<file path="config.mk">
export PLATFORM = sky130hd
export DESIGN_NAME = median_of_nine_level_classifier
export DESIGN_NICKNAME = d
export VERILOG_FILES = /design/src/rtl/mcls_pkg.sv /design/src/rtl/median_of_nine_level_classifier.sv /design/src/rtl/mcls_cell.sv
export SDC_FILE = /design/constraint.sdc
export NUM_CORES = 1
export LEC_CHECK = 0
export BUFFER_PORTS_ARGS = -buffer_cell sky130_fd_sc_hd__buf_2
export CELL_PAD_IN_SITES_DETAIL_PLACEMENT = 1
export CELL_PAD_IN_SITES_GLOBAL_PLACEMENT = 1
export CORE_UTILIZATION = 41
export CTS_BUF_LIST = sky130_fd_sc_hd__clkbuf_2 sky130_fd_sc_hd__clkbuf_4 sky130_fd_sc_hd__clkbuf_8
export DETAILED_ROUTE_END_ITERATION = 6
export GPL_ROUTABILITY_DRIVEN = 0
export GPL_TIMING_DRIVEN = 0
export MAX_ROUTING_LAYER = met4
export PLACE_DENSITY = 0.8
export REMOVE_ABC_BUFFERS = 1
export SETUP_SLACK_MARGIN = 0.02
export SLEW_MARGIN = 0
export SYNTH_ARGS = -nofsm -noshare
export SYNTH_HDL_FRONTEND = slang
export SYNTH_SLANG_ARGS = --single-unit
</file>
<file path="constraint.sdc">
create_clock -name clk -period 4.99 [get_ports clk]
set_input_delay 0.998 -clock clk [delete_from_list [all_inputs] [get_ports clk]]
set_output_delay 0.998 -clock clk [all_outputs]
set_load 0.03 [all_outputs]
</file>
<file path="src/rtl/mcls_pkg.sv">
// Shared types, codes and the median level function for the median level classifier.
// No dependencies.
`timescale 1ns / 1ps
`default_nettype none

package mcls_pkg;

  localparam int SAMPLE_W = 12;
  localparam int THR_W    = 8;
  localparam int LEVEL_W  = 2;
  localparam int CFG_IDX_W = 2;

  typedef logic signed [SAMPLE_W-1:0] sample_t;
  typedef logic signed [THR_W-1:0]    thr_t;
  typedef logic [LEVEL_W-1:0]         level_t;
  typedef logic [CFG_IDX_W-1:0]       cfg_idx_t;

  // Level codes
  localparam level_t LEVEL_LOW  = 2'd0;
  localparam level_t LEVEL_HIGH = 2'd1;
  localparam level_t LEVEL_MID  = 2'd2;

  // Register indexes
  localparam cfg_idx_t REG_UPPER = 2'd0;
  localparam cfg_idx_t REG_LOWER = 2'd1;

  // Reset values of the thresholds, whole degrees
  localparam thr_t UPPER_RST = 8'sd31;
  localparam thr_t LOWER_RST = 8'sd30;

  // Controller states
  typedef enum logic [1:0] {
    ST_FILL,
    ST_CLASSIFY,
    ST_DRAIN
  } state_t;

  // Per-cycle command to every cell of the chain
  typedef struct packed {
    logic ins;    // insert the broadcast sample
    logic shift;  // move every value one cell towards the output
  } cell_ctrl_t;

  // Upper limit is degrees*10, lower limit degrees*8 (0.8 of the lower in tenths)
  function automatic level_t level_of(sample_t med, thr_t up, thr_t lo);
    logic signed [SAMPLE_W:0] m;
    logic signed [SAMPLE_W:0] ue;
    logic signed [SAMPLE_W:0] le;
    logic signed [SAMPLE_W:0] u10;
    logic signed [SAMPLE_W:0] l8;
    level_t lvl;
    m   = {med[SAMPLE_W-1], med};
    ue  = {{(SAMPLE_W+1-THR_W){up[THR_W-1]}}, up};
    le  = {{(SAMPLE_W+1-THR_W){lo[THR_W-1]}}, lo};
    u10 = (ue <<< 3) + (ue <<< 1);
    l8  = le <<< 3;
    priority if (m >= u10) begin
      lvl = LEVEL_HIGH;
    end else if (m <= l8) begin
      lvl = LEVEL_LOW;
    end else begin
      lvl = LEVEL_MID;
    end
    return lvl;
  endfunction

endpackage

`default_nettype wire

</file>
<file path="src/rtl/median_of_nine_level_classifier.sv">
// Top level: insertion chain of cells, fill/drain controller and threshold registers.
// Depends on mcls_pkg and mcls_cell.
`timescale 1ns / 1ps
`default_nettype none

// Collects COUNT signed 12-bit samples into an ascending chain of COUNT cells, one
// sample per clock while the set fills (ties go behind earlier equal values). The
// request that completes the set is followed by the classify state, in which the median
// (entry (COUNT-1)/2) is classified against the thresholds, and then the run of COUNT
// results leaves smallest first, one per cycle unless out_stall holds it, with
// out_last on the largest. in_stall stays high after the completing request until the
// last result is taken. The thresholds are written through the cfg port (always ready);
// the user must write them only while the block is idle: the block does not enforce it.
module median_of_nine_level_classifier #(
  parameter int COUNT = 9
) (
  input  wire                clk,
  input  wire                rst_n,
  input  wire                in_valid,
  output logic               in_stall,
  input  mcls_pkg::sample_t  in_sample,
  output logic               out_valid,
  input  wire                out_stall,
  output mcls_pkg::sample_t  out_sorted_value,
  output mcls_pkg::level_t   out_level,
  output logic               out_last,
  input  wire                cfg_valid,
  output logic               cfg_ready,
  input  mcls_pkg::cfg_idx_t cfg_index,
  input  mcls_pkg::thr_t     cfg_data
);
  import mcls_pkg::*;

  localparam int CNT_W = $clog2(COUNT + 1);
  localparam int MID   = (COUNT - 1) / 2;

  state_t     state_r, state_nxt;
  logic [CNT_W-1:0] fill_r, fill_nxt;
  logic [CNT_W-1:0] rem_r, rem_nxt;
  level_t     level_r, level_nxt;
  thr_t       upper_r, lower_r;
  cell_ctrl_t ctrl;
  logic       in_acc;
  logic       out_acc;

  sample_t    cell_val  [COUNT];
  logic       cell_take [COUNT];

  assign in_acc  = in_valid && !in_stall;
  assign out_acc = out_valid && !out_stall;

  // Next state
  always_comb begin
    state_nxt = state_r;
    unique case (state_r)
      ST_FILL: begin
        if (in_acc && (fill_r == CNT_W'(COUNT - 1))) state_nxt = ST_CLASSIFY;
      end
      ST_CLASSIFY: state_nxt = ST_DRAIN;
      ST_DRAIN: begin
        if (out_acc && (rem_r == CNT_W'(1))) state_nxt = ST_FILL;
      end
      default: state_nxt = ST_FILL;
    endcase
  end

  // Outputs of the controller
  always_comb begin
    in_stall   = 1'b1;
    out_valid  = 1'b0;
    ctrl.ins   = 1'b0;
    ctrl.shift = 1'b0;
    unique case (state_r)
      ST_FILL: begin
        in_stall = 1'b0;
        ctrl.ins = in_valid;
      end
      ST_CLASSIFY: begin
      end
      ST_DRAIN: begin
        out_valid  = 1'b1;
        ctrl.shift = !out_stall;
      end
      default: begin
      end
    endcase
  end

  // Counters and level
  always_comb begin
    fill_nxt  = fill_r;
    rem_nxt   = rem_r;
    level_nxt = level_r;
    if (in_acc) begin
      fill_nxt = (fill_r == CNT_W'(COUNT - 1)) ? '0 : fill_r + CNT_W'(1);
    end
    if (state_r == ST_CLASSIFY) begin
      level_nxt = level_of(cell_val[MID], upper_r, lower_r);
      rem_nxt   = CNT_W'(COUNT);
    end else if (out_acc) begin
      rem_nxt = rem_r - CNT_W'(1);
    end
  end

  always_ff @(posedge clk) begin
    if (!rst_n) begin
      state_r <= ST_FILL;
      fill_r  <= '0;
      rem_r   <= '0;
    end else begin
      state_r <= state_nxt;
      fill_r  <= fill_nxt;
      rem_r   <= rem_nxt;
    end
  end

  always_ff @(posedge clk) begin
    level_r <= level_nxt;
  end

  // Threshold registers
  assign cfg_ready = 1'b1;

  always_ff @(posedge clk) begin
    if (!rst_n) begin
      upper_r <= UPPER_RST;
      lower_r <= LOWER_RST;
    end else if (cfg_valid && cfg_ready) begin
      if (cfg_index == REG_UPPER) upper_r <= cfg_data;
      if (cfg_index == REG_LOWER) lower_r <= cfg_data;
    end
  end

  // Chain of cells; cell 0 faces the output
  for (genvar i = 0; i < COUNT; i++) begin : g_cell
    sample_t lv;
    sample_t rv;
    logic    lt;
    if (i == 0) begin : g_head
      assign lv = '0;
      assign lt = 1'b0;
    end else begin : g_body
      assign lv = cell_val[i-1];
      assign lt = cell_take[i-1];
    end
    if (i == COUNT - 1) begin : g_tail
      assign rv = '0;
    end else begin : g_inner
      assign rv = cell_val[i+1];
    end

    mcls_cell u_cell (
      .clk       (clk),
      .ctrl      (ctrl),
      .occ       (CNT_W'(i) < fill_r),
      .sample    (in_sample),
      .left_val  (lv),
      .left_take (lt),
      .right_val (rv),
      .val       (cell_val[i]),
      .take      (cell_take[i])
    );
  end

  assign out_sorted_value = cell_val[0];
  assign out_level        = level_r;
  assign out_last         = (rem_r == CNT_W'(1));

endmodule

`default_nettype wire

</file>
<file path="src/rtl/mcls_cell.sv">
// One cell of the insertion chain: holds one sorted value.
// Depends on mcls_pkg.
`timescale 1ns / 1ps
`default_nettype none

module mcls_cell (
  input  wire                 clk,
  input  mcls_pkg::cell_ctrl_t ctrl,
  input  wire                 occ,        // cell holds a value of the current set
  input  mcls_pkg::sample_t   sample,     // broadcast new sample
  input  mcls_pkg::sample_t   left_val,   // value of the neighbour nearer the output
  input  wire                 left_take,  // that neighbour takes the sample
  input  mcls_pkg::sample_t   right_val,  // value of the neighbour further from the output
  output mcls_pkg::sample_t   val,
  output logic                take
);
  import mcls_pkg::*;

  sample_t val_r;
  sample_t val_nxt;

  // New sample goes behind equal values, so only a strictly smaller one displaces
  assign take = !occ || (sample < val_r);

  always_comb begin
    val_nxt = val_r;
    priority if (ctrl.shift) begin
      val_nxt = right_val;
    end else if (ctrl.ins && take) begin
      val_nxt = left_take ? left_val : sample;
    end else begin
      val_nxt = val_r;
    end
  end

  always_ff @(posedge clk) begin
    val_r <= val_nxt;
  end

  assign val = val_r;

endmodule

`default_nettype wire

</file>
==> implementation parameters, run 1 <==
Parameter                              Value

Outcome
  Status    finished clean

Placement
  Buffers on Ports    43
  Total half-perimeter wirelength after legalization and detailed placement    21.6 mm
  Placed cell count    between 1k and 1.5k
  Post-place instance area    approximately 10,000 µm²
  Post-Place Setup Slack    between 900 and 1000 ps

Global routing
  Global-route wire length before repair    between 40 and 50 mm
  GRT Residual Overflow    0
  Via count of the first global-routing pass    between 8k and 9k
  Tot GR Track Use    between 20% and 30%
  Largest net degree at the start of global routing    between 80 and 90
  Initial antenna violation count    1

Floorplanning
  I/O Pins    45
  Area of the die    ~24,000 µm²
  Core box area    approximately 23,000 µm²
  # rows    55
  Die height    roughly 160 µm
  Initial cell density of the core    a little over two fifths
  Horizontal extent of the die    ~160 µm

Timing
  Final cycle utilization of the critical path    ~73%
  Setup repair after global routing missed its margin    no
  Relative slew slack    between 20% and 30%
  Smallest hold slack    about 520 ps
  Min Tclk post-route    approximately 3600 ps
  Max Clock Skew    about 14 ps
  Fin. max-slew vios    0
  Maximum frequency from static timing analysis    approximately 280 MHz
  Minimum setup slack in the final design    1370 ps
  Number of setup violations in the final report    0
  Final Hold Viols    0
  Transition time at the pin with the least slew margin    1150 ps

Power
  Peak VDD IR    170 µV
  Power Dens Cells    302 nW/µm²
  Leakage power of the design    about 4.8 nW

Final layout
  Layout Cell Area excl Fill    about 11,000 µm²
  Post-layout net count    between 1k and 1.5k
  Area Growth Syn to Fin    10.3%
  Non-filler cells, final    around 1.4k
  Fillers    roughly 2.6k
  Post-Route Utilization    46.7%
  Fraction of final layout cells with drive strength greater than 1    9.26%

Clock tree
  Hold buffers post-CTS    0
  Maximum level of the CTS H-tree    4
  Post-CTS Setup Inserts    0
  CTS Sinks    approximately 140
  CTS clk-pin slew, worst paths    80 ps
  Number of gates resized after cts    0
  Max Root-Sink Buffers    2
  TritonCTS clock tree    yes
  Number of buffers created by CTS    17
  Later-pin clock latency in the skew report    480 ps
  Cell at the root of the clock tree    clkbuf_8

Drt
  DRT Pass-1 Iters    5
  Vias after detailed routing    roughly 8.2k
  Drt first-iter violations    a little under 600
  Total detailed-routing wirelength    just under 30 mm
  Ratio of routed vias to standard cells    between 6 and 7
  DRC violation count after routing    0
  Detailed-route wire length per cell    approximately 21 µm
  Post-route ant nets    0

Synth
  Leading post-synthesis cells by instance count    inv_1, ha_1, edfxtp_1
  Distinct cells, synth    between 60 and 70
  Share of Yosys cell area claimed by the top area cell type    a little over 30%
  Most common cell in the synthesized netlist    inv_1
  EDFF count, synth    98
  Post-Synthesis Mean Instance Area    9.56 µm²
  YS warnings    0
  Largest area contributor in the synthesized netlist    edfxtp_1
  Sequential element share of the synthesized area    a little under two fifths
  Cells taking the most area after synthesis    edfxtp_1, ha_1, dfxtp_1
  #FFs+latches synth    approximately 140
  Async S/R FF share, synth    0%
  Cell count after synthesis    1,015
  Flip-flop cell with the highest count after synthesis    edfxtp_1
  Cell Area, Synth    between 9000 and 10,000 µm²

Flow run
  Max Cap Violations    0

Setup path
  Type of destination of the critical path    register
  Setup crit start kind    input port
  Kind of critical path    input port to register
  Critical path data arrival time    approximately 3700 ps
  Largest fanout on the critical path    24
  Required time at the worst-slack endpoint    approximately 5000 ps

Min path
  Class of the tightest hold or removal check    register to register
==> cells by family after synthesis <==
group	after synthesis	share of synthesized area (%)
AO/OA/AOI/OAI	270	20.7
XOR/XNOR	7	0.632
adder cells (fa/ha/maj)	131	17.0
buffers and inverters	187	7.71
flip-flops	136	38.2
multiplexers	17	1.75
other	1	0.0386
AND/OR/NAND/NOR	266	14.0
==> cell type report <==
type | count | area [µm²] | share of cell area [%]
clock buffer | 18 | 241 | 2.26
inverter | 131 | 492 | 4.60
clock inverter | 14 | 228 | 2.13
sequential | 136 | 3700 | 34.6
antenna | 1 | 2.50 | 0.0234
multi-input combinational | 692 | 5280 | 49.3
timing repair buffer | 56 | 362 | 3.38
tap | 313 | 392 | 3.66
==> report_power, final <==
group	total, mW	internal (mW)	switching [mW]
Clock	1.13	0.646	0.487
Sequential	1.41	1.33	0.0806
Combinational	0.687	0.272	0.415
==> worst paths after layout <==
path / start / endpoint / slack, ps / cells past startpoint
min: upper_r[6]$_SDFFE_PN0P_ / upper_r[6]$_SDFFE_PN0P_ / 520 / 2
max reg2reg: fill_r[3]$_SDFFE_PN0P_ / g_cell[3].u_cell.val[7]$_DFFE_PP_ / 1680 / 7
min reg2reg: upper_r[6]$_SDFFE_PN0P_ / upper_r[6]$_SDFFE_PN0P_ / 520 / 2
max: in_sample[1] / g_cell[2].u_cell.val[4]$_DFFE_PP_ / 1370 / 7
==> metrics by stage <==
stage | setup TNS (ps) | power, mW
finish | 0 | 3.23
global route | 0 | 3.36
CTS | 0 | 3.23
detailed placement | 0 | 2.10
global placement | -380250 | 2.05
floorplan | -15200 | 1.86
==> metal layers <==
| layer | track usage [%] | vias to the layer above | wire, µm |
|---|---|---|---|
| met5 | - | - | 0 |
| met4 | 6.63 | 0 | 341 |
| met3 | 4.58 | 29 | 1580 |
| met2 | 42.2 | 190 | 14100 |
| met1 | 32.0 | 4141 | 13100 |
| li1 | - | 3873 | - |
==> state kept, by name, summed over array words and instances, names as in the netlist <==
| signal | cells |
|---|---|
| g_cell.u_cell.val | 108 |
| upper_r | 8 |
| out_level | 2 |
| state_r | 2 |
| rem_r | 4 |
| fill_r | 4 |
| lower_r | 8 |
==> cell usage in the layout (no fill, tap or decap), types with 4 or more instances in the layout <==
master     count
o221ai_1      41
clkinv_1       4
buf_4          7
nand3_1       55
o21ai_0       30
edfxtp_1      98
nand4_1       13
a221o_1       39
ha_1         130
bufinv_16      6
nand2b_1       9
nor3_1        36
o41ai_1       12
a21o_1        22
and2_1        14
a21boi_0       8
a211oi_1      11
o21a_1         4
clkbuf_8      17
a22oi_1        6
dfxtp_1       38
o21ai_1        9
nor2_1        22
a2111oi_0      8
inv_1        131
nand2_1       64
or4_1          5
and3_1         7
nor2b_1       13
nor4_1        14
o211ai_1       4
xor2_1         4
mux2i_1       17
buf_2         43
a21oi_1       51
==> critical path, stage by stage <==
cell and delay [ps]:
buf_2 250, ha_1 290, a2111oi_0 420, o211ai_1 180, a22oi_2 940, nand2_1 120
nand2_1 520
Note: power is estimated with default switching activity, not from simulation.
==> inputs of run 2 (changes only) <==
--- a/config.mk
+++ b/config.mk
@@ -14,7 +14,7 @@
 export GPL_ROUTABILITY_DRIVEN = 0
 export GPL_TIMING_DRIVEN = 0
 export MAX_ROUTING_LAYER = met4
-export PLACE_DENSITY = 0.8
+export PLACE_DENSITY = 0.83
 export REMOVE_ABC_BUFFERS = 1
 export SETUP_SLACK_MARGIN = 0.02
 export SLEW_MARGIN = 0
==> constraint.sdc (replaced) <==
create_clock -name clk -period 3.3 [get_ports clk]
set_input_delay 0.66 -clock clk [delete_from_list [all_inputs] [get_ports clk]]
set_output_delay 0.66 -clock clk [all_outputs]
set_load 0.03 [all_outputs]
==> implementation parameters, run 2 (synthesis results as in run 1) <==
Parameter                              Value

Timing
  Final cycle utilization of the critical path    93.6%
  Minimum setup slack in the final design    211 ps (-1160 ps)
  Smallest hold slack    443 ps (-72.6 ps)
  Final Hold Viols    0 (unchanged)
  Maximum frequency from static timing analysis    ~320 MHz
  Setup repair after global routing missed its margin    no
  Fin. max-slew vios    0 (unchanged)
  Max Clock Skew    12.6 ps (-1.58 ps)
  Number of setup violations in the final report    0 (unchanged)
  Transition time at the pin with the least slew margin    1240 ps (+91.2 ps)
  Relative slew slack    17.1% (-6.1 points)
  Min Tclk post-route    between 3000 and 4000 ps

Power
  Leakage power of the design    4.77 nW (-0.19%)
  Power Dens Cells    445 nW/µm² (+47%)
  Peak VDD IR    251 µV (+48%)

Final layout
  Leading cell type in the layout, fill and taps excluded    inv_1
  Most frequent cells in the layout    inv_1, ha_1, edfxtp_1
  Total area of sequential cells    3700 µm² (unchanged)
  Post-layout net count    1,193 (+0.084%)
  Area Growth Syn to Fin    10.2% (about the same)
  Multi-input gate area    5320 µm² (+0.85%)
  Fraction of final layout cells with drive strength greater than 1    10.0% (+0.75 points)
  Post-Route Utilization    46.7% (about the same)
  Largest register FFs    108 (unchanged)
  Fillers    2,628 (+0.73%)
  ANT cells    0 (-1)

Clock tree
  CTS Sinks    136 (unchanged)
  Number of buffers created by CTS    17 (unchanged)
  CTS clk-pin slew, worst paths    80 ps (about the same)
  Cell at the root of the clock tree    clkbuf_8
  TritonCTS clock tree    yes
  Later-pin clock latency in the skew report    480 ps (about the same)
  Max Root-Sink Buffers    2 (unchanged)
  Hold buffers post-CTS    0 (unchanged)
  Maximum level of the CTS H-tree    4 (unchanged)

Min path
  Cell count of the worst hold path    3 (+1)
  Class of the tightest hold or removal check    input port to register
  Hold path startpoint    cfg_data[2]
  Worst Hold Endpoint    upper_r[2]$_SDFFE_PN1P_

Global routing
  Initial antenna violation count    0 (-1)
  Global-route wire length before repair    48.1 mm (+3.7%)
  Tot GR Track Use    26.6% (+1.1 points)
  GRT Residual Overflow    0 (unchanged)
  Via count of the first global-routing pass    8,812 (+3.3%)
  Largest net degree at the start of global routing    75 (-8.5%)

Setup path
  Count of cells along the worst register-to-register path    8 (+1)
  Critical path data arrival time    3260 ps (-470 ps)
  Type of destination of the critical path    register
  Critical R2R Capture    g_cell[3].u_cell.val[3]$_DFFE_PP_
  Required time at the worst-slack endpoint    3470 ps (-1630 ps)
  Cell with the largest stage delay on the worst path    or4_1
  Setup crit start kind    register
  Register-to-register path setup slack    210 ps (-1470 ps)
  Kind of critical path    register to register
  Origin of the critical flop-to-flop path    g_cell[2].u_cell.val[5]$_DFFE_PP_
  Crit-path max cell delay    550 ps (-390 ps)
  Largest fanout on the critical path    12 (-50%)
  CP Cell Sequence    inv_1 > ha_1 > nand4_1 > or4_1 > o211ai_1 > a22oi_1 > nand3_1 > o221ai_1

Drt
  Ratio of routed vias to standard cells    6.18 (+2.2%)
  DRT Pass-1 Iters    5 (unchanged)
  Vias after detailed routing    8,417 (+2.2%)
  Detailed-route wire length per cell    22.2 µm (+3.9%)
  Drt first-iter violations    818 (+40%)
  Total detailed-routing wirelength    30.3 mm (+3.9%)
  DRC violation count after routing    0 (unchanged)
  Post-route ant nets    0 (unchanged)

Placement
  Post-Place Setup Slack    -422 ps (-1340 ps)
  Total half-perimeter wirelength after legalization and detailed placement    21.7 mm (+0.53%)
  Buffers on Ports    43 (unchanged)

Floorplanning
  Initial cell density of the core    42.3% (unchanged)
  Die height    156 µm (unchanged)
  I/O Pins    45 (unchanged)
  Horizontal extent of the die    156 µm (unchanged)
  Area of the die    24,300 µm² (unchanged)
  # rows    55 (unchanged)
  Core box area    22,900 µm² (unchanged)

Flow run
  Max Cap Violations    0 (unchanged)

Outcome
  Status    finished clean
run 2: layer usage:
| metal | wire length (µm) | part of all wire [%] | up-vias | track usage (%) |
|---|---|---|---|---|
| met4 | 644 | 2.1 | 0 | 8.31 |
| met3 | 1890 | 6.2 | 56 | 5.39 |
| met1 | 13000 | 43 | 4200 | 32.3 |
| li1 | - | - | 3871 | - |
| met5 | 0 | 0 | - | - |
| met2 | 14800 | 49 | 290 | 44.1 |
run 2: cell type report:
type | instances | area share, %
multi-input cells | 693 | 49.8
flip-flops and latches | 136 | 34.6
inverters | 131 | 4.60
well taps | 313 | 3.66
repair buffers | 56 | 3.35
clock buffers | 22 | 2.54
clock inverters | 10 | 1.42
run 2: worst max-delay path by stage:
stage / from / end / slack, ps
detailed placement: in_sample[11] / g_cell[8].u_cell.val[10]$_SDFFE_PP0P_ / -420
global placement: out_stall / g_cell[0].u_cell.val[7]$_DFFE_PP_ / -4170
CTS: in_sample[11] / g_cell[8].u_cell.val[9]$_SDFFE_PP0P_ / 80
finish: g_cell[2].u_cell.val[5]$_DFFE_PP_ / g_cell[3].u_cell.val[3]$_DFFE_PP_ / 210
global route: upper_r[0]$_SDFFE_PN1P_ / out_level[1]$_SDFFCE_PP0P_ / 20
floorplan: out_stall / g_cell[0].u_cell.val[0]$_DFFE_PP_ / -1530
run 2: worst max-delay path, delay by kind of cell (launching register included):
| family | cells | cell delay [ps] |
|---|---|---|
| compound gates | 3 | 1060 |
| fa+ha+maj | 1 | 310 |
| buf+inv | 1 | 70 |
| flops | 1 | 440 |
| simple gates | 3 | 900 |
run 2: repair_timing:
item                       in CTS  in global routing
setup endpoints to repair      14                 50
setup buffers                   0                  0
pin swaps                       1                  1
cloned                          1                  0
gates resized for setup         1                  7
run 2: report_power, final:
part / total, mW / switching (mW) / internal [mW]
logic: 1.07 / 0.651 / 0.417
registers: 2.13 / 0.120 / 2.01
clock network: 1.56 / 0.706 / 0.856
total: 4.76 / 1.48 / 3.28
run 2: per-stage QoR:
stage	power [mW]	instances	instance area (µm²)	setup TNS [ps]
2_1_floorplan	2.81	959	9450	-239010
3_3_place_gp	3.10	1315	10100	-637790
3_5_place_dp	3.18	1328	10200	-23760
4_1_cts	4.74	1361	10700	0
5_1_grt	4.98	1361	10700	0
6_report	4.76	1361	10700	0
==> inputs of run 3 (changes only) <==
--- a/config.mk
+++ b/config.mk
@@ -14,7 +14,7 @@
 export GPL_ROUTABILITY_DRIVEN = 0
 export GPL_TIMING_DRIVEN = 0
 export MAX_ROUTING_LAYER = met4
-export PLACE_DENSITY = 0.83
+export PLACE_DENSITY = 0.8
 export REMOVE_ABC_BUFFERS = 1
 export SETUP_SLACK_MARGIN = 0.02
 export SLEW_MARGIN = 0
==> constraint.sdc (replaced) <==
create_clock -name clk -period 3.15 [get_ports clk]
set_input_delay 0.63 -clock clk [delete_from_list [all_inputs] [get_ports clk]]
set_output_delay 0.63 -clock clk [all_outputs]
set_load 0.03 [all_outputs]
==> implementation parameters, run 3 (synthesis results as in run 1) <==
Parameter                              Value

Clock tree
  Number of buffers created by CTS    17 (unchanged)
  CTS Sinks    136 (unchanged)
  Max Root-Sink Buffers    2 (unchanged)
  CTS clk-pin slew, worst paths    90 ps (about the same)
  Hold buffers post-CTS    0 (unchanged)
  TritonCTS clock tree    yes
  Cell at the root of the clock tree    clkbuf_8
  Maximum level of the CTS H-tree    4 (unchanged)
  Later-pin clock latency in the skew report    480 ps (about the same)

Timing
  Maximum frequency from static timing analysis    331 MHz (+2.4%)
  Min Tclk post-route    3020 ps (-71.3 ps)
  Final Hold Viols    0 (unchanged)
  Fin. max-slew vios    0 (unchanged)
  Final cycle utilization of the critical path    95.8% (+2.2 points)
  Relative slew slack    16.7% (-0.32 points)
  Smallest hold slack    426 ps (-17.0 ps)
  Setup repair after global routing missed its margin    no
  Max Clock Skew    16.1 ps (+3.57 ps)
  Transition time at the pin with the least slew margin    1250 ps (+4.81 ps)
  Number of setup violations in the final report    0 (unchanged)

Final layout
  Most frequent cells in the layout    inv_1, ha_1, edfxtp_1
  Largest register FFs    108 (unchanged)
  Fraction of final layout cells with drive strength greater than 1    10.1% (+0.086 points)
  Total area of sequential cells    3700 µm² (unchanged)
  Post-layout net count    1,194 (+0.084%)
  Area Growth Syn to Fin    10.9%
  Multi-input gate area    5340 µm² (+0.26%)
  Fillers    2,607 (-0.80%)
  Layout Cell Area excl Fill    10,800 µm² (+0.69%)
  Leading cell type in the layout, fill and taps excluded    inv_1

Power
  Power Dens Cells    477 nW/µm² (+7.1%)
  Net switching fraction of the power    30.6% (-0.49 points)
  Power spent charging and discharging nets    1.57 mW (+6.2%)
  Fraction of power consumed by the clock network    34.9% (+2.1 points)
  Relative contribution of sequential cells to total power    43.5% (-1.2 points)
  Pwr Total    5.13 mW (+7.9%)
  Leakage power of the design    4.80 nW (+0.48%)
  Share of total power in combinational logic    21.6% (-0.9 points)
  Peak VDD IR    267 µV (+6.1%)
  Internal power consumption    3.57 mW (+8.6%)

Floorplanning
  Horizontal extent of the die    156 µm (unchanged)
  Area of the die    24,300 µm² (unchanged)
  Initial cell density of the core    42.3% (unchanged)
  Die height    156 µm (unchanged)
  # rows    55 (unchanged)
  Core box area    22,900 µm² (unchanged)
  I/O Pins    45 (unchanged)

Global routing
  Tot GR Track Use    25.7% (-0.88 points)
  Largest net degree at the start of global routing    82 (+9.3%)
  Via count of the first global-routing pass    8,570 (-2.7%)
  Initial antenna violation count    1 (+1)
  Global-route wire length before repair    46.7 mm (-2.9%)
  GRT Residual Overflow    0 (unchanged)

Setup path
  Number of buffers and inverters on the critical path    1 (unchanged)
  Type of destination of the critical path    register
  CP Cell Sequence    inv_1 > ha_1 > nand4_1 > or4_1 > o21ai_1 > a22oi_2 > and3_1 > a221o_1
  Largest fanout on the critical path    10 (-2)
  Kind of critical path    register to register
  Register-to-register path setup slack    130 ps (-80 ps)
  Top Family by Delay on Critical Path    simple AND/OR/NAND/NOR gates
  Crit-path max cell delay    620 ps (+70 ps)
  Critical path data arrival time    3230 ps (-30 ps)
  Required time at the worst-slack endpoint    3360 ps (-110 ps)
  Cell with the largest stage delay on the worst path    edfxtp_1
  Setup crit start kind    register

Drt
  Vias after detailed routing    8,329 (-1.0%)
  DRT Pass-1 Iters    5 (unchanged)
  DRC violation count after routing    0 (unchanged)
  Detailed-route wire length per cell    21.6 µm (-2.8%)
  Total detailed-routing wirelength    29.5 mm (-2.7%)
  Drt first-iter violations    677 (-17%)
  Post-route ant nets    0 (unchanged)
  Ratio of routed vias to standard cells    6.11 (-1.2%)

Placement
  Buffers on Ports    43 (unchanged)
  Post-place instance area    10,200 µm² (about the same)
  Total half-perimeter wirelength after legalization and detailed placement    21.6 mm (-0.53%)

Outcome
  Status    finished clean

Min path
  Class of the tightest hold or removal check    input port to register

Flow run
  Max Cap Violations    0 (unchanged)
run 3: stage by stage:
step           cells  setup WS (ps)  util (%)  TNS [ps]
6_report        1363            132      47.0         0
2_1_floorplan    959          -1650         -   -265770
5_1_grt         1363           29.0      47.0         0
3_5_place_dp    1328           -549      44.6    -38800
4_1_cts         1361           35.0      46.8         0
3_3_place_gp    1315          -4470      43.9   -686420
run 3: power by group through the flow:
stage	sequential [mW]	clock [mW]	combinational (mW)
3_5_place_dp	2.27	0	1.06
5_1_grt	2.25	1.86	1.24
3_3_place_gp	2.27	0	0.984
6_report	2.23	1.79	1.11
4_1_cts	2.23	1.81	1.09
2_1_floorplan	2.24	0	0.702
run 3: final cells by class:
class,instances,share of cell area (%)
Multi-Input combinational cell,693,49.6
Clock buffer,18,2.24
Tap cell,313,3.64
Sequential cell,136,34.4
Timing Repair Buffer,57,3.43
Antenna cell,1,0.0232
Inverter,131,4.57
Clock inverter,14,2.12
run 3: per-layer routing:
layer,GRT usage [%],vias to the layer above,part of all wire (%)
li1,-,3880,-
met1,32.4,4152,45
met2,42.3,251,48
met3,4.61,46,5.3
met4,6.91,0,1.7
met5,-,-,0
run 3: worst reg2reg max path, stage by stage, from the launching register on:
cell	delay, ps
edfxtp_1	620
inv_1	120
ha_1	350
nand4_1	160
or4_1	550
o21ai_1	200
a22oi_2	210
and3_1	260
a221o_1	280
run 3: repair_timing:
action	4_1_cts	5_1_grt
endpoints found under the setup margin	43	72
resized for setup	3	9
pin swaps	1	3
buffers inserted	0	1
gates cloned	1	0
run 3: path summary, 6_finish.rpt:
path | startpoint | end | depth (start not counted)
max | g_cell[4].u_cell.val[8]$_DFFE_PP_ | g_cell[5].u_cell.val[0]$_DFFE_PP_ | 8
min | cfg_data[0] | upper_r[0]$_SDFFE_PN1P_ | 3
max reg2reg | g_cell[4].u_cell.val[8]$_DFFE_PP_ | g_cell[5].u_cell.val[0]$_DFFE_PP_ | 8
min reg2reg | upper_r[6]$_SDFFE_PN0P_ | upper_r[6]$_SDFFE_PN0P_ | 2
